[src/sv/ladg_pkg.sv]
// Package for the Log-ACD type 2 duration generator.
// Holds item and record types, register indexes and the exp root table.
// No dependencies.
package ladg_pkg;

	localparam int DATA_W              = 32;
	localparam int CFG_IDX_W           = 3;
	localparam int LAG_W               = 2;
	localparam int BURN_W              = 20;
	localparam int EXP_BITS            = 16;
	localparam int DEF_MAX_INNOV_LAGS  = 2;
	localparam int DEF_MAX_MEAN_LAGS   = 2;
	localparam int DEF_FRAC_BITS       = 16;
	localparam logic [30:0] LOG2E_Q30  = 31'd1549082005;

	// Configuration register indexes.
	localparam logic [CFG_IDX_W-1:0] REG_OMEGA      = 3'd0;
	localparam logic [CFG_IDX_W-1:0] REG_ALPHA_ONE  = 3'd1;
	localparam logic [CFG_IDX_W-1:0] REG_ALPHA_TWO  = 3'd2;
	localparam logic [CFG_IDX_W-1:0] REG_BETA_ONE   = 3'd3;
	localparam logic [CFG_IDX_W-1:0] REG_BETA_TWO   = 3'd4;
	localparam logic [CFG_IDX_W-1:0] REG_INNOV_LAGS = 3'd5;
	localparam logic [CFG_IDX_W-1:0] REG_MEAN_LAGS  = 3'd6;
	localparam logic [CFG_IDX_W-1:0] REG_BURN_COUNT = 3'd7;

	typedef struct packed {
		logic               action;
		logic [31:0]        innovation;
		logic signed [31:0] seed_log_mean;
		logic [31:0]        seed_duration;
		logic               final_item;
	} in_item_t;

	typedef struct packed {
		logic [31:0] duration;
		logic        saturated;
		logic        final_result;
	} out_item_t;

	// One classified item handed from the front to the back.
	typedef struct packed {
		logic               simulate;
		logic signed [31:0] log_mean;
		logic [31:0]        innovation;
		logic [31:0]        seed_duration;
		logic               final_item;
	} rec_t;

	// Floor square root, evaluated at elaboration only.
	function automatic logic [63:0] isqrt64(input logic [63:0] n);
		logic [63:0] res;
		logic [63:0] cand;
		res = '0;
		for (int b = 31; b >= 0; b--) begin
			cand = res | (64'd1 << b);
			if (cand * cand <= n) res = cand;
		end
		return res;
	endfunction

	// Chain of square roots from 2.0 in Q30: entry i is 2^(2^-(i+1)).
	function automatic logic [EXP_BITS-1:0][31:0] build_roots();
		logic [EXP_BITS-1:0][31:0] tab;
		logic [63:0] r;
		r = isqrt64(64'd1 << 61);
		tab[0] = r[31:0];
		for (int i = 1; i < EXP_BITS; i++) begin
			r = isqrt64(r << 30);
			tab[i] = r[31:0];
		end
		return tab;
	endfunction

	localparam logic [EXP_BITS-1:0][31:0] ROOT_TABLE = build_roots();

endpackage

[src/sv/ladg_queue.sv]
// Two-entry queue of classified records between front and back.
// Depends on ladg_pkg.
module ladg_queue (
	input  logic          clk,
	input  logic          arst_n,
	input  logic          push,
	input  ladg_pkg::rec_t push_data,
	output logic          has_room,
	output logic          pop_valid,
	input  logic          pop,
	output ladg_pkg::rec_t pop_data
);
	import ladg_pkg::*;

	rec_t       slot_q [2];
	logic       wr_ptr_q;
	logic       rd_ptr_q;
	logic [1:0] count_q;

	assign has_room  = (count_q != 2'd2);
	assign pop_valid = (count_q != 2'd0);
	assign pop_data  = slot_q[rd_ptr_q];

	// Storage is written without reset.
	always_ff @(posedge clk) begin
		if (push) slot_q[wr_ptr_q] <= push_data;
	end

	// Pointers and fill count.
	always_ff @(posedge clk or negedge arst_n) begin
		if (!arst_n) begin
			wr_ptr_q <= 1'b0;
			rd_ptr_q <= 1'b0;
			count_q  <= 2'd0;
		end else begin
			if (push) wr_ptr_q <= ~wr_ptr_q;
			if (pop) rd_ptr_q <= ~rd_ptr_q;
			case ({push, pop})
				2'b10:   count_q <= count_q + 2'd1;
				2'b01:   count_q <= count_q - 2'd1;
				default: count_q <= count_q;
			endcase
		end
	end
endmodule

[config.mk]
export PLATFORM = sky130hd
export DESIGN_NAME = ladg_queue
export DESIGN_NICKNAME = d
export VERILOG_FILES = /design/src/sv/ladg_pkg.sv /design/src/sv/ladg_queue.sv
export SDC_FILE = /design/constraint.sdc
export NUM_CORES = 1
export LEC_CHECK = 0
export BUFFER_PORTS_ARGS = -buffer_cell sky130_fd_sc_hd__buf_2
export CAP_MARGIN = 30
export CORE_UTILIZATION = 40
export DETAILED_ROUTE_END_ITERATION = 10
export PLACE_DENSITY = 0.66
export SKIP_LAST_GASP = 1
export SLEW_MARGIN = 20
export SYNTH_ARGS = -nofsm -noshare
export SYNTH_HDL_FRONTEND = slang
export SYNTH_SLANG_ARGS = --single-unit
[constraint.sdc]
create_clock -name clk -period 4.55 [get_ports clk]
set_input_delay 0.455 -clock clk [delete_from_list [all_inputs] [get_ports clk]]
set_output_delay 0.455 -clock clk [all_outputs]
set_load 0.01 [all_outputs]
; Word level (Yosys, flattened, before mapping)
; Memory sizes are Yosys's and may differ from the RTL's.
; Index checks and enable logic that the tools add are counted.
[totals]
regBits = 4
ramBits = 196
inputBits = 102
out_inout_bits = 100
mem_count = 1
[op_classes]
addsub = 2
eq_ne = 3
n_mux = 3
bitwise = 2
n_reduce_logical = 2
[memory_table]
columns = name, depth, word_bits, rd, rd_ports_with_merged_regs, write_ports, line_no
row1 = slot_q, 2, 98, 1, 0, 1, ladg_queue.sv:15  ; rec_t slot_q [2];
[ops]
columns = op, count
row1 = 2-bit one-hot mux with 2 select lines, 1
row2 = 2-bit nonzero test, 2
row3 = 2-bit by 1-bit adder with 2-bit output (second input constant), 1
row4 = 2-bit by 1-bit equality test with 1-bit output (second input constant), 1
row5 = 2-bit equality test (second input constant), 1
row6 = 1-bit two-way mux, 2
row7 = 2-bit != test (second input constant), 1
row8 = 1-bit inverter, 2
row9 = 2-bit by 1-bit subtractor with 2-bit output (second input constant), 1

; Logic depth before layout (Yosys ltp)
; Gate-level depths: netlist of run 1.
[depth]
word_depth = 2
mapped_depth = 5
ltp_nobuf = 5

; Worst setup path after synthesis of run 1
; OpenSTA, ideal clock, no wires.
[synth_timing]
kind = input port to flip-flop
startpoint = in push
endpoint = mem slot_q[0][0] in the netlist's numbering (enable)
setup_ns = 0.558
arrival_time_ns = 4.620
required_ns = 3.992
setup_slack_ns = -0.628
cell_stages = 2
path_cell_list = inv_1 -> nor2_1
[synth_via]
elab_chain_cells = 2
[synth_lines]
columns = element, line_no
row1 = start: declaration, ladg_queue.sv:6  ; input logic push,
row2 = 1-bit two-way mux, ladg_queue.sv:26  ; if (push) slot_q[wr_ptr_q] <= push_data;
row3 = 1-bit two-way mux (not written as such), ladg_queue.sv:26
row4 = end: declaration, ladg_queue.sv:15
; Every way passes these cells.

==> impl_metrics.toml, run 1 <==
[outcome]
status = "completed"

[setup_path]
crit_path_end_kind = "primary output"
r2r_cells = 3
worstSetupPathDepth = 4
slowest_stage = "dfrtp_4"
r2r_start = "wr_ptr_q"
r2r-end = "slot_q[1][51]"
worstPathRequired_ns = 4.09
critical_path.top_delay_family = "flip-flops"
critPathLaunchType = "flip-flop"
cp_cell_sequence = "buf_12, buf_4, mux2_2, buf_2"
critical-path-max-stage-delay_ns = 0.75
crit_fanout = 38
rrSetupSlack_ns = 2.66
worstPathArrival_ns = 2.23
cp-startpoint = "rd_ptr_q"
critPathBufInv = 3
endpoint = "pop_data[13]"
worstSetupPathType = "reg2out"

[synth]
syn_area_um2 = 7290
ys_seq_area_share_pct = 82.1
syn_nets = 424
yosysUniqueCellTypes = 14
ys_ff_latch = 200
syn_inst = 321
syn_area_per_cell_um2 = 22.7
yosysWarningCount = 0

[global_route]
grt.overflow.total = 0
antenna_found_initial = 2
grt_pass1_wl_um = 19300
grt_max_degree = 55
grt_pass1_vias = 3843
grt_use_total_pct = 14.1

[clock_tree]
cts_max_path_buffers = 2
clkLatencyLatePin_ns = 0.41
cts_tree = "yes"
cts.sinks = 200
cts_made_buffers = 17
ctsRootBufferMaster = "clkbuf_16"
cts.clk_slew.worst_paths_ns = 0.07
ctsHtreeMaxLevel = 4

[power]
leakage_uw = 0.00347
powerDensity_nw_per_um2 = 610
irDropWorstVdd_mv = 0.356

[layout]
fin_cells = 774
regArea_um2 = 5990
nets = 641
multiInputGateArea_um2 = 1230
area_growth_pct = 25.9
drive_above_1_share_pct = 60.9
fillers = 1449

[sta]
fin_skew_ns = 0.00376
relSlewSlack_pct = 51.5
min_period_ns = 2.68
finalHoldViolCount = 0
rsz0062_at_grt = "no"
setup_tns_ns = 0
fmax_ghz = 0.373
tightest_slew_ns = 0.727
drv_slew = 0
setup_viol = 0
fin_crit_sh_pct = 59.0

[placement]
port_buffers = 201
gp_congestion = 0.723
dp.cells = 743
dpl.hpwl_um = 9000

[route]
drc = 0
drtIter0Drc = 167
antenna_left = 0
routed_wl_um = 13200
drt-pass1-iter-count = 4
post_drt_wl_per_cell_um = 17.0
num_vias = 3631
viasPerCell = 4.69

[floorplanning]
die_w_um = 137
initial_utilization_pct = 41.6
placementRows = 48
core_um2 = 17500
die_y_um = 137
die_area_um2 = 18800
ios = 202

[worst_hold_path]
hp-class = "in2reg"

[run]
maxCapViolations = 0
==> synth_stat cells, drive strengths merged <==
cell	count	area (µm²)
or2	1	6.26
ha	1	12.5
buf	11	73.8
nor2	2	7.51
edfxtp	196	5890
mux2	98	1140
nand2b	1	6.26
xnor2	2	17.5
dfrtp	4	100
xor2	3	26.3
and2	1	6.26
inv	1	3.75
==> what timing repair did <==
item / in CTS / in global routing
hold buffers: 1 / 0
resized for setup: 0 / 0
hold endpoints to repair: 4 / 0
buffers inserted: 0 / 0
==> state kept, by name, summed over array words and instances (netlist names) <==
signal,cells
rd_ptr_q,1
wr_ptr_q,1
count_q,2
slot_q,196
==> logic make-up after synthesis <==
kind of cell             Yosys count  synth area share, %
XOR/XNOR                           5                0.601
AND/OR/NAND/NOR                    5                0.361
buffers and inverters             12                 1.06
multiplexers                      98                 15.7
flip-flops                       200                 82.1
adder cells (fa/ha/maj)            1                0.172
==> worst min path at each step <==
stage | cells past startpoint | slack [ns] | from | to
floorplan | 0 | 0.16 | arst_n | count_q[0]
global placement | 1 | 0.26 | arst_n | count_q[1]
detailed placement | 1 | 0.27 | arst_n | count_q[1]
CTS | 1 | 0.20 | push_data[11] | slot_q[1][11]
global route | 1 | 0.20 | push_data[11] | slot_q[1][11]
finish | 1 | 0.23 | push_data[11] | slot_q[1][11]
==> final cells by class <==
type | instances | share of cell area [%]
diodes | 1 | 0.0273
multi-input cells | 109 | 13.4
clock buffers | 18 | 4.68
flip-flops and latches | 200 | 65.3
clock inverters | 11 | 1.45
repair buffers | 209 | 12.0
inverters | 1 | 0.0409
well taps | 225 | 3.07
==> through the flow <==
stage | setup slack (ns) | hold slack, ns | instance area (µm²) | utilization, % | total power, µW
global placement | 2.06 | 0.262 | 8550 | 48.8 | 4140
floorplan | 1.08 | 0.159 | 7290 | - | 3630
CTS | 1.79 | 0.198 | 9170 | 52.3 | 5670
detailed placement | 2.26 | 0.267 | 8600 | 49.0 | 4210
finish | 1.87 | 0.226 | 9170 | 52.3 | 5600
global route | 1.71 | 0.196 | 9170 | 52.3 | 5860
==> where the power goes <==
part	internal (µW)	total (µW)	switching, µW
Clock	849	1460	607
Combinational	762	1540	775
Sequential	2450	2600	157
Total	4060	5600	1540
==> metal layers <==
metal,vias to the layer above,track usage [%],part of all wire (%)
li1,1704,-,-
met1,1794,15.4,40
met2,119,24.7,51
met3,12,5.85,8.0
met4,2,4.40,0.91
met5,-,0,0.099
==> cells in the final DEF (no fill, tap or decap), types with 2 or more instances in the layout <==
master / synthesis / routed
buf_2: 8 / 201
edfxtp_1: 196 / 196
mux2_2: 88 / 88
clkbuf_16: 0 / 17
mux2_4: 10 / 10
buf_4: 0 / 5
clkinv_1: 0 / 4
xor2_1: 3 / 3
bufinv_16: 0 / 3
dfrtp_1: 4 / 3
xnor2_1: 2 / 2
clkinv_2: 0 / 2
(Power assumes the default switching activity.)
==> inputs of run 2 (changes only) <==
Settings changed: ABC_AREA set to 1.
Clock period 4.55 ns to 2.24 ns, I/O delays scaled along.
==> run 2 against run 1 <==
  * Utilization grew 3.7 points
  * Sequential share of layout area fell by 8.5 points
  * Flip-flop and latch count did not move
  * First-iteration DRC count increased by 32%
  * Clock skew up 0.0074 ns
  * Via count is 36% higher
  * Synthesized cell count is 67% higher
  * Largest power group unchanged
==> impl_metrics.toml, run 2 <==
[outcome]
status = "completed"

[global_route]
antenna_found_initial = 1
grt_max_degree = 99
grt_pass1_vias = 5229
grt.overflow.total = 0
grt_pass1_wl_um = 24600
grt_use_total_pct = 16.5

[synth]
ys_top_cells_by_count = "196 x edfxtp_1, 105 x nand2_1, 104 x inv_1"
yosysWarningCount = 0
ys_ff_latch = 200
syn_inst = 536
yosys.area.top_type_share_pct = 75.9
yosysMostFrequentCell = "edfxtp_1"
syn_nets = 639
synth-edff-count = 196
yosysUniqueCellTypes = 19
synth_flop_cell = "edfxtp_1"
synth_largest_area_cell = "edfxtp_1"
ys_top_cells_by_area = "edfxtp_1 76%, nand2_1 5.1%, inv_1 5.0%"
ys_seq_area_share_pct = 77.2
syn_area_um2 = 7760
async_flop_share_pct = 2.00
syn_area_per_cell_um2 = 14.5

[layout]
nets = 949
largest_reg_flops = 196
final_cell_mix = "201 x buf_2, 196 x edfxtp_1, 104 x nand2_1"
top_regs = "slot_q (196), count_q (2)"
final_common_cell = "buf_2"
drive_above_1_share_pct = 33.2
top_register = "slot_q"
fillers = 1509
area_growth_pct = 36.0

[route]
drt-pass1-iter-count = 4
post_drt_wl_per_cell_um = 13.9
top_layer = "met4"
wl_met3_um = 1250
wl_met1_um = 6100
routed_wl_um = 15500
antenna_left = 0
drc = 0
drtIter0Drc = 220
num_vias = 4945
viasPerCell = 4.42
met2_length_um = 7930

[setup_path]
worstPathRequired_ns = 2.02
critPathLaunchType = "flip-flop"
cp_cell_sequence = "buf_12, o21ai_0, buf_2"
crit_fanout = 47
worstSetupPathType = "reg2out"
crit_path_end_kind = "primary output"
critical-path-max-stage-delay_ns = 0.65
slowest_stage = "dfrtp_4"
worstPathArrival_ns = 1.80

[sta]
relSlewSlack_pct = 60.9
fmax_ghz = 0.494
rsz0062_at_grt = "no"
fin_crit_sh_pct = 90.5
whs_ns = 0.122
min_period_ns = 2.03
setup_tns_ns = 0
fin_skew_ns = 0.0112
drv_slew = 0
tightest_slew_ns = 0.586
finalHoldViolCount = 0
setup_viol = 0

[floorplanning]
die_w_um = 141
die_y_um = 141
die_area_um2 = 20000
core_um2 = 18800
ios = 202
initial_utilization_pct = 41.2
placementRows = 50

[worst_hold_path]
hp-class = "in2async"

[clock_tree]
cts.clk_slew.worst_paths_ns = 0.07
ctsHtreeMaxLevel = 4
cts_max_path_buffers = 2
ctsRootBufferMaster = "clkbuf_16"
cts.sinks = 200
cts_made_buffers = 17
clkLatencyLatePin_ns = 0.43
cts_resized = 0
cts_tree = "yes"

[power]
p_comb_share_pct = 32.0
swShare_pct = 33.6
p_seq_share_pct = 43.4
p_clk_share_pct = 24.6
irDropWorstVdd_mv = 0.635
leakage_uw = 0.00446
p_switching_uw = 4050
powerDensity_nw_per_um2 = 1140
p_int_uw = 8020

[placement]
dpl.hpwl_um = 8930
gp_congestion = 0.701
port_buffers = 201

[run]
maxCapViolations = 0
run 2: changes by cell type in the layout (fill, tap and decap cells not counted), sizes merged, moves of 4 or more:
cell / change
mux2: -98
o21ai: +98
nand2: +105
dlygate4sd3: +100
inv: +108
buf: +4
run 2: path summary, 6_finish.rpt:
| path | cells after the start | endpoint | slack (ns) | startpoint |
|---|---|---|---|---|
| setup / recovery | 3 | pop_data[9] | 0.21 | rd_ptr_q |
| hold / removal | 2 | wr_ptr_q | 0.12 | arst_n |
| setup reg to reg | 3 | slot_q[1][81] | 0.76 | wr_ptr_q |
| hold reg to reg | 2 | count_q[1] | 0.50 | count_q[1] |
| max in group asynchronous | 2 | rd_ptr_q | 1.97 | arst_n |
| min in group clk | 2 | count_q[1] | 0.50 | count_q[1] |
run 2: layout make-up:
cell class | instances | area [µm²] | share of cell area (%)
clock buffer | 17 | 425 | 4.03
timing repair buffer | 313 | 2170 | 20.6
tap | 260 | 325 | 3.08
clock inverter | 15 | 140 | 1.33
multi-input combinational | 210 | 1090 | 10.4
antenna | 1 | 2.50 | 0.0237
sequential | 200 | 5990 | 56.8
inverter | 104 | 394 | 3.74
run 2: power groups by stage:
stage                     Combinational [µW]  Sequential, µW  Clock, µW
after CTS                               3790            5300       3050
after global placement                  3590            5360          0
after floorplan                         2680            5210          0
after global routing                    4310            5310       3190
final                                   3870            5240       2970
after detailed placement                3630            5380          0
run 2: through the flow:
stage | total power [µW] | worst slack (ns) | instance area, µm² | cells | util (%)
2_1_floorplan | 7890 | -0.0806 | 7770 | 536 | -
3_3_place_gp | 8940 | 0.498 | 8950 | 985 | 47.5
3_5_place_dp | 9010 | 0.505 | 8950 | 985 | 47.5
4_1_cts | 12100 | 0.0237 | 10500 | 1118 | 55.9
5_1_grt | 12800 | 0.123 | 10500 | 1119 | 56.0
6_report | 12100 | 0.214 | 10500 | 1120 | 56.0
run 2: cell families after synthesis:
kind of cell	after synthesis	share of synthesized area [%]
simple gates	108	5.27
flops	200	77.2
buf+inv	126	8.85
compound gates	98	8.21
fa+ha+maj	1	0.161
xor+xnor	3	0.339
run 2: routing by layer:
layer  up-vias  global-route usage [%]
li1       2442                       -
met3        19                    6.82
met2       164                    29.6
met5         -                       0
met1      2320                    16.9
met4         0                    7.04
run 2: timing repair:
item / in CTS / in global routing
setup buffers: 0 / 1
setup endpoints to repair: 0 / 36
hold buffers: 101 / 0
endpoints found under the hold margin: 202 / 0
run 2: worst max-delay path: cells and delay by family (launching register included):
kind                   cells  cell delay, ns
AO/OA/AOI/OAI              1            0.27
flip-flops                 1            0.65
buffers and inverters      2            0.44
