`src/sv/ladg_pkg.sv`:
```
// Package for the Log-ACD type 2 duration generator.
// Holds item and record types, register indexes and the exp root table.
// No dependencies.
package ladg_pkg;

	localparam int DATA_W              = 32;
	localparam int CFG_IDX_W           = 3;
	localparam int LAG_W               = 2;
	localparam int BURN_W              = 20;
	localparam int EXP_BITS            = 16;
	localparam int DEF_MAX_INNOV_LAGS  = 2;
	localparam int DEF_MAX_MEAN_LAGS   = 2;
	localparam int DEF_FRAC_BITS       = 16;
	localparam logic [30:0] LOG2E_Q30  = 31'd1549082005;

	// Configuration register indexes.
	localparam logic [CFG_IDX_W-1:0] REG_OMEGA      = 3'd0;
	localparam logic [CFG_IDX_W-1:0] REG_ALPHA_ONE  = 3'd1;
	localparam logic [CFG_IDX_W-1:0] REG_ALPHA_TWO  = 3'd2;
	localparam logic [CFG_IDX_W-1:0] REG_BETA_ONE   = 3'd3;
	localparam logic [CFG_IDX_W-1:0] REG_BETA_TWO   = 3'd4;
	localparam logic [CFG_IDX_W-1:0] REG_INNOV_LAGS = 3'd5;
	localparam logic [CFG_IDX_W-1:0] REG_MEAN_LAGS  = 3'd6;
	localparam logic [CFG_IDX_W-1:0] REG_BURN_COUNT = 3'd7;

	typedef struct packed {
		logic               action;
		logic [31:0]        innovation;
		logic signed [31:0] seed_log_mean;
		logic [31:0]        seed_duration;
		logic               final_item;
	} in_item_t;

	typedef struct packed {
		logic [31:0] duration;
		logic        saturated;
		logic        final_result;
	} out_item_t;

	// One classified item handed from the front to the back.
	typedef struct packed {
		logic               simulate;
		logic signed [31:0] log_mean;
		logic [31:0]        innovation;
		logic [31:0]        seed_duration;
		logic               final_item;
	} rec_t;

	// Floor square root, evaluated at elaboration only.
	function automatic logic [63:0] isqrt64(input logic [63:0] n);
		logic [63:0] res;
		logic [63:0] cand;
		res = '0;
		for (int b = 31; b >= 0; b--) begin
			cand = res | (64'd1 << b);
			if (cand * cand <= n) res = cand;
		end
		return res;
	endfunction

	// Chain of square roots from 2.0 in Q30: entry i is 2^(2^-(i+1)).
	function automatic logic [EXP_BITS-1:0][31:0] build_roots();
		logic [EXP_BITS-1:0][31:0] tab;
		logic [63:0] r;
		r = isqrt64(64'd1 << 61);
		tab[0] = r[31:0];
		for (int i = 1; i < EXP_BITS; i++) begin
			r = isqrt64(r << 30);
			tab[i] = r[31:0];
		end
		return tab;
	endfunction

	localparam logic [EXP_BITS-1:0][31:0] ROOT_TABLE = build_roots();

endpackage

```
`src/sv/ladg_front.sv`:
```
// Front end: configuration registers, history, burn-in and the log-mean recursion.
// Accepts items, forms the log-mean with one multiply-accumulate per cycle.
// Depends on ladg_pkg.
module ladg_front #(
	parameter int MAX_INNOVATION_LAGS = ladg_pkg::DEF_MAX_INNOV_LAGS,
	parameter int MAX_MEAN_LAGS       = ladg_pkg::DEF_MAX_MEAN_LAGS,
	parameter int FRAC_BITS           = ladg_pkg::DEF_FRAC_BITS
) (
	input  logic                             clk,
	input  logic                             arst_n,
	input  logic                             in_valid,
	output logic                             in_ready,
	input  ladg_pkg::in_item_t               in_data,
	input  logic                             cfg_we,
	input  logic [ladg_pkg::CFG_IDX_W-1:0]   cfg_index,
	input  logic [ladg_pkg::DATA_W-1:0]      cfg_data,
	input  logic                             q_room,
	output logic                             q_push,
	output ladg_pkg::rec_t                   q_data
);
	import ladg_pkg::*;

	localparam int ACC_W = 68 - FRAC_BITS;
	localparam logic [LAG_W-1:0] MAX_I =
		(MAX_INNOVATION_LAGS > 2) ? LAG_W'(2) : LAG_W'(MAX_INNOVATION_LAGS);
	localparam logic [LAG_W-1:0] MAX_M =
		(MAX_MEAN_LAGS > 2) ? LAG_W'(2) : LAG_W'(MAX_MEAN_LAGS);

	typedef enum logic [1:0] {ST_IDLE, ST_MAC, ST_FIN} state_t;

	state_t             state_q;
	logic signed [31:0] omega_q, alpha_one_q, alpha_two_q, beta_one_q, beta_two_q;
	logic [LAG_W-1:0]   innov_lags_q, mean_lags_q;
	logic [BURN_W-1:0]  burn_count_q, burn_rem_q;
	logic [31:0]        ihist_q [2];
	logic signed [31:0] lhist_q [2];
	in_item_t           cur_q;
	logic signed [ACC_W-1:0] acc_q;
	logic [1:0]         term_q;

	logic [LAG_W-1:0]   n_innov, n_mean;
	logic               term_on;
	logic signed [31:0] weight;
	logic signed [32:0] operand;
	logic signed [64:0] prod;
	logic signed [64:0] prod_sh;
	logic signed [31:0] lm_clip;
	logic               accept;
	logic               ret_valid;
	logic [31:0]        ret_e;
	logic signed [31:0] ret_lm;
	logic               ret_final;

	assign in_ready = (state_q == ST_IDLE) && q_room;
	assign accept   = in_valid && in_ready;

	// Lag counts in use: least of register, parameter and two.
	assign n_innov = (innov_lags_q > MAX_I) ? MAX_I : innov_lags_q;
	assign n_mean  = (mean_lags_q > MAX_M) ? MAX_M : mean_lags_q;

	// Select the weight and lagged value of the current term.
	always_comb begin
		case (term_q)
			2'd0: begin
				weight  = alpha_one_q;
				operand = $signed({1'b0, ihist_q[0]});
				term_on = (n_innov > LAG_W'(0));
			end
			2'd1: begin
				weight  = alpha_two_q;
				operand = $signed({1'b0, ihist_q[1]});
				term_on = (n_innov > LAG_W'(1));
			end
			2'd2: begin
				weight  = beta_one_q;
				operand = {lhist_q[0][31], lhist_q[0]};
				term_on = (n_mean > LAG_W'(0));
			end
			default: begin
				weight  = beta_two_q;
				operand = {lhist_q[1][31], lhist_q[1]};
				term_on = (n_mean > LAG_W'(1));
			end
		endcase
	end

	// Exact product, floored back to the fixed-point scale.
	assign prod    = weight * operand;
	assign prod_sh = prod >>> FRAC_BITS;

	// Clip the accumulated sum to the signed 32-bit range.
	always_comb begin
		if (acc_q > ACC_W'(signed'(33'sh0_7FFF_FFFF)))
			lm_clip = 32'sh7FFF_FFFF;
		else if (acc_q < ACC_W'(-(signed'(33'sh0_8000_0000))))
			lm_clip = 32'sh8000_0000;
		else
			lm_clip = acc_q[31:0];
	end

	// An item retires either directly as a seed or at the end of its recursion.
	always_comb begin
		ret_valid = 1'b0;
		ret_e     = cur_q.innovation;
		ret_lm    = lm_clip;
		ret_final = cur_q.final_item;
		q_data.simulate = 1'b1;
		if (state_q == ST_IDLE) begin
			ret_valid       = accept && !in_data.action;
			ret_e           = in_data.innovation;
			ret_lm          = in_data.seed_log_mean;
			ret_final       = in_data.final_item;
			q_data.simulate = 1'b0;
		end else if (state_q == ST_FIN) begin
			ret_valid = 1'b1;
		end
		q_data.log_mean      = ret_lm;
		q_data.innovation    = ret_e;
		q_data.seed_duration = in_data.seed_duration;
		q_data.final_item    = ret_final;
		q_push               = ret_valid && (burn_rem_q == '0);
	end

	// Sequencer, registers and history.
	always_ff @(posedge clk or negedge arst_n) begin
		if (!arst_n) begin
			state_q      <= ST_IDLE;
			omega_q      <= '0;
			alpha_one_q  <= '0;
			alpha_two_q  <= '0;
			beta_one_q   <= '0;
			beta_two_q   <= '0;
			innov_lags_q <= LAG_W'(1);
			mean_lags_q  <= LAG_W'(1);
			burn_count_q <= '0;
			burn_rem_q   <= '0;
			ihist_q[0]   <= '0;
			ihist_q[1]   <= '0;
			lhist_q[0]   <= '0;
			lhist_q[1]   <= '0;
			term_q       <= '0;
		end else begin
			case (state_q)
				ST_IDLE: begin
					if (accept && in_data.action) begin
						term_q  <= '0;
						state_q <= ST_MAC;
					end
				end
				ST_MAC: begin
					term_q <= term_q + 2'd1;
					if (term_q == 2'd3) state_q <= ST_FIN;
				end
				ST_FIN: begin
					state_q <= ST_IDLE;
				end
				default: begin
					state_q <= ST_IDLE;
				end
			endcase

			// Retirement updates history, burn-in and end of run.
			if (ret_valid) begin
				if (ret_final) begin
					ihist_q[0] <= '0;
					ihist_q[1] <= '0;
					lhist_q[0] <= '0;
					lhist_q[1] <= '0;
					burn_rem_q <= burn_count_q;
				end else begin
					ihist_q[1] <= ihist_q[0];
					ihist_q[0] <= ret_e;
					lhist_q[1] <= lhist_q[0];
					lhist_q[0] <= ret_lm;
					if (burn_rem_q != '0) burn_rem_q <= burn_rem_q - BURN_W'(1);
				end
			end

			// Configuration writes must arrive only while idle; the block itself does not enforce this.
			if (cfg_we) begin
				case (cfg_index)
					REG_OMEGA:      omega_q      <= cfg_data;
					REG_ALPHA_ONE:  alpha_one_q  <= cfg_data;
					REG_ALPHA_TWO:  alpha_two_q  <= cfg_data;
					REG_BETA_ONE:   beta_one_q   <= cfg_data;
					REG_BETA_TWO:   beta_two_q   <= cfg_data;
					REG_INNOV_LAGS: innov_lags_q <= cfg_data[LAG_W-1:0];
					REG_MEAN_LAGS:  mean_lags_q  <= cfg_data[LAG_W-1:0];
					REG_BURN_COUNT: begin
						burn_count_q <= cfg_data[BURN_W-1:0];
						burn_rem_q   <= cfg_data[BURN_W-1:0];
					end
					default: ;
				endcase
			end
		end
	end

	// Item payload and accumulator need no reset.
	always_ff @(posedge clk) begin
		if (accept) begin
			cur_q <= in_data;
			acc_q <= ACC_W'(omega_q);
		end else if (state_q == ST_MAC && term_on) begin
			acc_q <= acc_q + prod_sh[ACC_W-1:0];
		end
	end
endmodule

```
`config.mk`:
```
export PLATFORM = sky130hd
export DESIGN_NAME = ladg_front
export DESIGN_NICKNAME = d
export VERILOG_FILES = /design/src/sv/ladg_pkg.sv /design/src/sv/ladg_front.sv
export SDC_FILE = /design/constraint.sdc
export NUM_CORES = 2
export LEC_CHECK = 0
export ABC_AREA = 1
export BUFFER_PORTS_ARGS = -buffer_cell sky130_fd_sc_hd__buf_2
export CORE_UTILIZATION = 44
export DETAILED_ROUTE_END_ITERATION = 10
export GPL_ROUTABILITY_DRIVEN = 1
export SYNTH_ARGS = -nofsm -noshare
export SYNTH_HDL_FRONTEND = slang
export SYNTH_SLANG_ARGS = --single-unit
export TNS_END_PERCENT = 10
```
`constraint.sdc`:
```
create_clock -name clk -period 9.9 [get_ports clk]
set_clock_uncertainty 0.1 [all_clocks]
set_input_delay 0.495 -clock clk [delete_from_list [all_inputs] [get_ports clk]]
set_output_delay 0.495 -clock clk [all_outputs]
set_load 0.01 [all_outputs]
```
# After elaboration in Yosys (flattened, before gate mapping)

Cells that the tools add are included.

Output and inout port bits: 100
Register bits after elaboration: 421
Logic and storage cells: 95
Input port bits: 138

Mux-type cells: 27
$add $sub $neg: 3
$lt $le $gt $ge: 8
$mul: 1
Reduce and logical (&&, ||, !) cells: 24
Equal/unequal tests: 14

Operators with widths:

| operator                                                        | count |
|---|---|
| 2-to-1 mux 32 bit                                               | 4 |
| 2-to-1 mux 64 bit                                               | 2 |
| 2-to-1 mux 52 bit                                               | 2 |
| 2-to-1 mux 20 bit                                               | 5 |
| case mux 33 bit (3 select lines)                                | 1 |
| case mux 32 bit (3 select lines)                                | 1 |
| multiplier 32 x 33 -> 65 bit                                    | 1 |
| adder 52 bit                                                    | 1 |
| greater-than comparator 52 x 32 -> 1 bit, second input constant | 1 |
| less-than comparator 52 x 32 -> 1 bit, second input constant    | 1 |
| zero test 20 bit                                                | 1 |
| AND reduction 2 bit                                             | 10 |
| nonzero test 20 bit                                             | 1 |
| subtractor 20 x 1 -> 20 bit, second input constant              | 1 |
| == test 3 bit, second input constant                            | 4 |
| 2-to-1 mux 2 bit                                                | 5 |
| greater-than comparator 2 x 1 -> 1 bit, second input constant   | 4 |
| case mux 2 bit (2 select lines)                                 | 2 |
| == test 2 bit, second input constant                            | 3 |
| == test 3 x 2 -> 1 bit, second input constant                   | 2 |
| logical AND 1 bit                                               | 6 |
| == test 2 x 1 -> 1 bit, second input constant                   | 2 |
| greater-than comparator 2 bit, second input constant            | 2 |
| zero test 2 bit                                                 | 2 |
| 9 further kinds                                                 | 13 |

# Logic depth before layout (Yosys ltp)

Depth after elaboration: 8
Gate-level depth with buffers: 54
Mapped depth without buffers: 52

# Worst setup path before layout

OpenSTA, ideal clock, no wires.

Path type: flip-flop to flip-flop
From: register term_q[0]
To: register acc_q[51], data pin
Required time: 9.538 ns
Path slack: -0.139 ns
Setup time: 0.262 ns
Buffers on the path: 4
Arrival time: 9.677 ns
Stages on the path, launching flop included: 44
Period minus slack after synthesis: 10.039 ns
Cells stage by stage: dfrtp_1 -> ha_1 -> inv_2 -> buf_6 -> buf_2 -> o21ai_0 -> o21ai_0 -> clkbuf_1 -> clkbuf_1 -> nor2_1 -> fa_1 -> fa_1 -> fa_1 -> inv_1 -> fa_1 -> inv_1 -> fa_1 -> fa_1 -> [... 8 more ...] -> nand2_1 -> nand3_1 -> o311ai_0 -> a21oi_1 -> nand2_1 -> xor2_1 -> ha_1 -> nand2_1 -> nor3_1 -> nand2_1 -> nor4_1 -> nand2_1 -> nand3_1 -> nand2_1 -> inv_1 -> nand3_1 -> nand3_1 -> nand2_1

Word-level cells in the longest chain between the ends: 6
Elaborated cells on any way between the ends: 9
Classes of those cells: add/sub: 1; mul: 1; eq/ne: 2; mux: 4; reduce/logical: 1

Ends and longest elaborated chain:

| element                                                                              | RTL line          | source |
|---|---|---|
| start, declared                                                                      | ladg_front.sv:39  | `logic [1:0] term_q;` |
| start signal, assigned                                                               | ladg_front.sv:151 | `term_q <= term_q + 2'd1;` |
| == test 2 bit (tied with other cells)                                                | ladg_front.sv:63  | `case (term_q)` |
| case mux 32 bit (3 select lines) or case mux 33 bit (3 select lines) (tied branches) | ladg_front.sv:63  |  |
| multiplier 32 x 33 -> 65 bit *                                                       | ladg_front.sv:88  | `assign prod = weight * operand;` |
| adder 52 bit *                                                                       | ladg_front.sv:205 | `acc_q <= acc_q + prod_sh[ACC_W-1:0];` |
| 2-to-1 mux 52 bit *                                                                  | ladg_front.sv:204 | `end else if (state_q == ST_MAC && term_on) begin` |
| 2-to-1 mux 52 bit *                                                                  | ladg_front.sv:201 | `if (accept) begin` |
| end signal, assigned                                                                 | ladg_front.sv:203 | `acc_q <= ACC_W'(omega_q);` |
| end signal, assigned                                                                 | ladg_front.sv:205 |  |
| end, declared                                                                        | ladg_front.sv:38  | `logic signed [ACC_W-1:0] acc_q;` |

Every way passes the cells marked *; elsewhere a longest branch is shown, timed or not. The select of a mux whose other input is x is not followed.
A chain may end at the register's enable or synchronous reset.

# Worst setup path after layout

From: register term_q[0]
To: register acc_q[48], data pin

Same word-level chain as after synthesis.

==> metrics.log <==
INFO  metric starting_drt_drc_count = 4295
INFO  metric yosys_most_used_dff = dfrtp_1
INFO  metric final-hold-violation-count = 0
INFO  metric postSynth.asyncResetShare = between 70% and 80%
INFO  metric netlist_area = around 59000 um^2
INFO  metric critical_path_required = between 10 and 15 ns
INFO  metric path_clk_slew = 0.06 ns
INFO  metric clockRootBuffer = clkbuf_16
INFO  metric die-area = 135600 um^2
INFO  metric place.detailed.instances = approximately 9600
INFO  metric tritoncts = yes
INFO  metric wl_per_cell = 21.15 um
INFO  metric placedInstanceArea = 69730 um^2
INFO  metric ioPinCount = between 200 and 250
INFO  metric critical_path_peak_fanout = 29
INFO  metric starting_density = 44.60%
INFO  metric worst-endpoint-arrival = ~11 ns
INFO  metric grt_pass1_vias = around 54000
INFO  metric tritoncts.num_buffers = 48
INFO  metric grt_first_pass_wirelength = around 320 mm
INFO  metric depth_of_the_cts_h_tree = 2
INFO  metric final_report_max_slew_violation_count = 0
INFO  metric final_net_count = around 9400
INFO  metric avgViaCountPerCell = approximately 5.2
INFO  metric globalRouteTotalUtil = 30.90%
INFO  metric die_y = between 300 and 400 um
INFO  metric grt_max_degree = around 150
INFO  metric instances_no_fill = between 9000 and 10000
INFO  metric finalSetupViolCount = 30
INFO  metric route.vias.total = 50790
INFO  metric clock_tree.buffer_depth = 3
INFO  metric violations_in_the_final_reports = setup timing
INFO  metric dieWidth = around 370 um
INFO  metric drive_gt1_share = approximately 21%
INFO  metric final.min_clock_period = slightly above 10 ns
INFO  metric timing.slew.headroom = 25.97%
INFO  metric cts_num_sinks = 421
INFO  metric rsz0062_at_grt = true
INFO  metric max-cap-violations = 0
INFO  metric postLayoutSetupSlackWorst = -0.4915 ns
INFO  metric yosys_warnings = 0
INFO  metric hpwl = ~170 mm
INFO  metric post_synthesis_net_count = about 8500
INFO  metric postRouteAntennaNets = 0
INFO  metric grt-ovfl-total = 0
INFO  metric syn-mean-instance-area = 8.486 um^2
INFO  metric cpMostUsedCell = buf_4
INFO  metric timing.critical_path.buf_inv = 14
INFO  metric critical_path.endpoint_type = flip-flop
INFO  metric timing_worst_setup_path_type = flip-flop to flip-flop
INFO  metric worst_path_max_delay_cell = fa_2
INFO  metric slowest_delay = between 0.6 and 0.7 ns
INFO  metric result_of_the_run = finished with violations
INFO  metric coreArea = approximately 130000 um^2
INFO  metric drt_first_pass_iters = 6
INFO  metric min-delay-path-class = input pin to flip-flop
INFO  metric layout-area-overhead-vs-synth = 24.13%
INFO  metric synth_seq_area_share = between 10% and 20%
INFO  metric final_wl = between 200 and 250 mm
INFO  metric type_of_origin_of_the_critical_path = flip-flop
INFO  metric num_rows = 133
INFO  metric drcViolationCount = 0
INFO  metric antenna_found_initial = 3
INFO  metric synth_seq_cells = approximately 420
INFO  metric fmax = roughly 96 MHz
INFO  metric synth_cell_types = 65
INFO  metric period_share = 105.0%
INFO  metric final_design_area_no_fill = 73240 um^2
INFO  metric timing_worst_slew_pin_value = between 1 and 1.5 ns
INFO  metric critical_path.top_delay_family = adder cells
INFO  metric fillers = 12060
INFO  metric gpl.final_weighted_congestion = between 0.9 and 1
INFO  metric synth-edff-count = 85
INFO  metric syn_inst = around 7000
INFO  metric fin_tns_setup = -6.937 ns
INFO  metric port_buffer_count = 173
INFO  metric clock_latency = 0.62 ns
[flip-flops by register name (all words and copies together), names as in the netlist, 33 cells and up]
register	flops
cur_q	33
lhist_q	64
ihist_q	64
acc_q	52
[cells in the final DEF (no fill, tap or decap), types with 28 or more instances in the layout]
| master | synthesis | layout |
|---|---|---|
| buf_12 | 0 | 115 |
| a21oi_1 | 185 | 146 |
| edfxtp_1 | 85 | 85 |
| dlygate4sd3_1 | 0 | 35 |
| fa_1 | 1112 | 1070 |
| nand2_1 | 1339 | 1325 |
| o21ai_1 | 7 | 30 |
| a21oi_2 | 2 | 38 |
| o21a_1 | 43 | 43 |
| or2_2 | 48 | 48 |
| ha_1 | 248 | 219 |
| nand3_1 | 90 | 84 |
| fa_2 | 0 | 42 |
| buf_4 | 35 | 887 |
| inv_1 | 1423 | 1405 |
| o22ai_2 | 26 | 41 |
| dfrtp_1 | 334 | 332 |
| xor2_1 | 51 | 40 |
| o21ai_0 | 430 | 399 |
| buf_2 | 38 | 172 |
| nor2_1 | 775 | 749 |
| clkbuf_16 | 0 | 56 |
| o22ai_1 | 162 | 137 |
| a22o_1 | 30 | 28 |
[path summary, 6_finish.rpt]
check	slack [ns]	start	to	cells past startpoint
max in group asynchronous	7.77	arst_n	beta_two_q[28]$_DFFE_PN0P_	3
worst max-delay path	-0.49	term_q[0]$_DFFE_PN0P_	acc_q[48]$_DFFE_PP_	41
worst min register to register	0.37	burn_count_q[9]$_DFFE_PN0P_	burn_count_q[9]$_DFFE_PN0P_	2
min in group asynchronous	0.46	arst_n	alpha_two_q[9]$_DFFE_PN0P_	2
worst min-delay path	0.03	cfg_data[0]	burn_count_q[0]$_DFFE_PN0P_	3
worst max register to register	-0.49	term_q[0]$_DFFE_PN0P_	acc_q[48]$_DFFE_PP_	41
[worst min-delay path, delay by kind of cell]
family	cells	cell delay [ns]
buffers and inverters	1	0.09
AND/OR/NAND/NOR	2	0.13
[cells in the mapped netlist (12+ instances only)]
cell,count,area (um^2)
nor3_1,31,155.2
nand3_1,90,450.4
nor4_1,12,75.07
o22ai_2,26,325.3
buf_4,35,262.8
clkbuf_1,225,844.6
nor2_1,775,2909
nand4_1,23,143.9
xor2_1,51,446.7
nand2_2,13,81.33
or2_2,48,300.3
o21a_1,43,322.8
a21o_1,14,105.1
edfxtp_1,85,2552
o21ai_0,430,2152
ha_1,248,3103
fa_1,1112,22260
buf_1,14,52.55
nand2_1,1339,5026
xnor2_1,25,219.0
inv_1,1423,5341
dfrtp_1,334,8358
a22o_1,30,262.8
a31oi_1,13,81.33
o22ai_1,162,1013
buf_2,38,190.2
a21oi_1,185,925.9
[through the flow]
stage               worst slack (ns)  utilization, %  hold WS, ns
floorplan                    0.03294               -      0.09941
global placement              -1.146           52.71       0.3533
detailed placement            -1.140           52.71       0.3602
CTS                          -0.4104           54.75     0.006649
global route                 -0.8363           55.36      0.04356
finish                       -0.4915           55.36      0.03358
[logic make-up after synthesis]
logic type	Yosys count	synth area share, %
xor+xnor	76	1.128
compound gates	972	9.759
buf+inv	1767	11.68
flops	421	18.58
fa+ha+maj	1360	42.99
simple gates	2357	15.87
[per-layer routing]
layer	wire length (um)	GRT usage [%]	share of wire, %	up-vias
met4	7407	9.009	3.6	4
li1	-	-	-	23010
met5	27	0	0.013	-
met1	88070	43.66	43	25630
met3	15310	4.633	7.5	326
met2	94650	49.24	46	1831
[timing repair]
| item | in CTS | in global routing |
|---|---|---|
| hold endpoints to repair | 142 | 0 |
| gates cloned | 0 | 4 |
| buffers inserted | 6 | 16 |
| pin swaps | 22 | 33 |
| hold buffers | 35 | 0 |
| endpoints found under the setup margin | 41 | 43 |
| resized for setup | 172 | 136 |
[layout make-up]
class | count | area (um^2) | area share [%]
antenna | 4 | 10.01 | 0.01367
clock buffer | 73 | 1480 | 2.021
clock inverter | 16 | 151.4 | 0.2067
inverter | 1443 | 5449 | 7.439
multi-input combinational | 4765 | 42430 | 57.93
sequential | 421 | 10970 | 14.97
tap | 1755 | 2196 | 2.998
timing repair buffer | 1238 | 10560 | 14.42
Power is left out: the tool's default activity adds up to more than one toggle a clock period on the data nets, which glitch-free logic cannot reach.
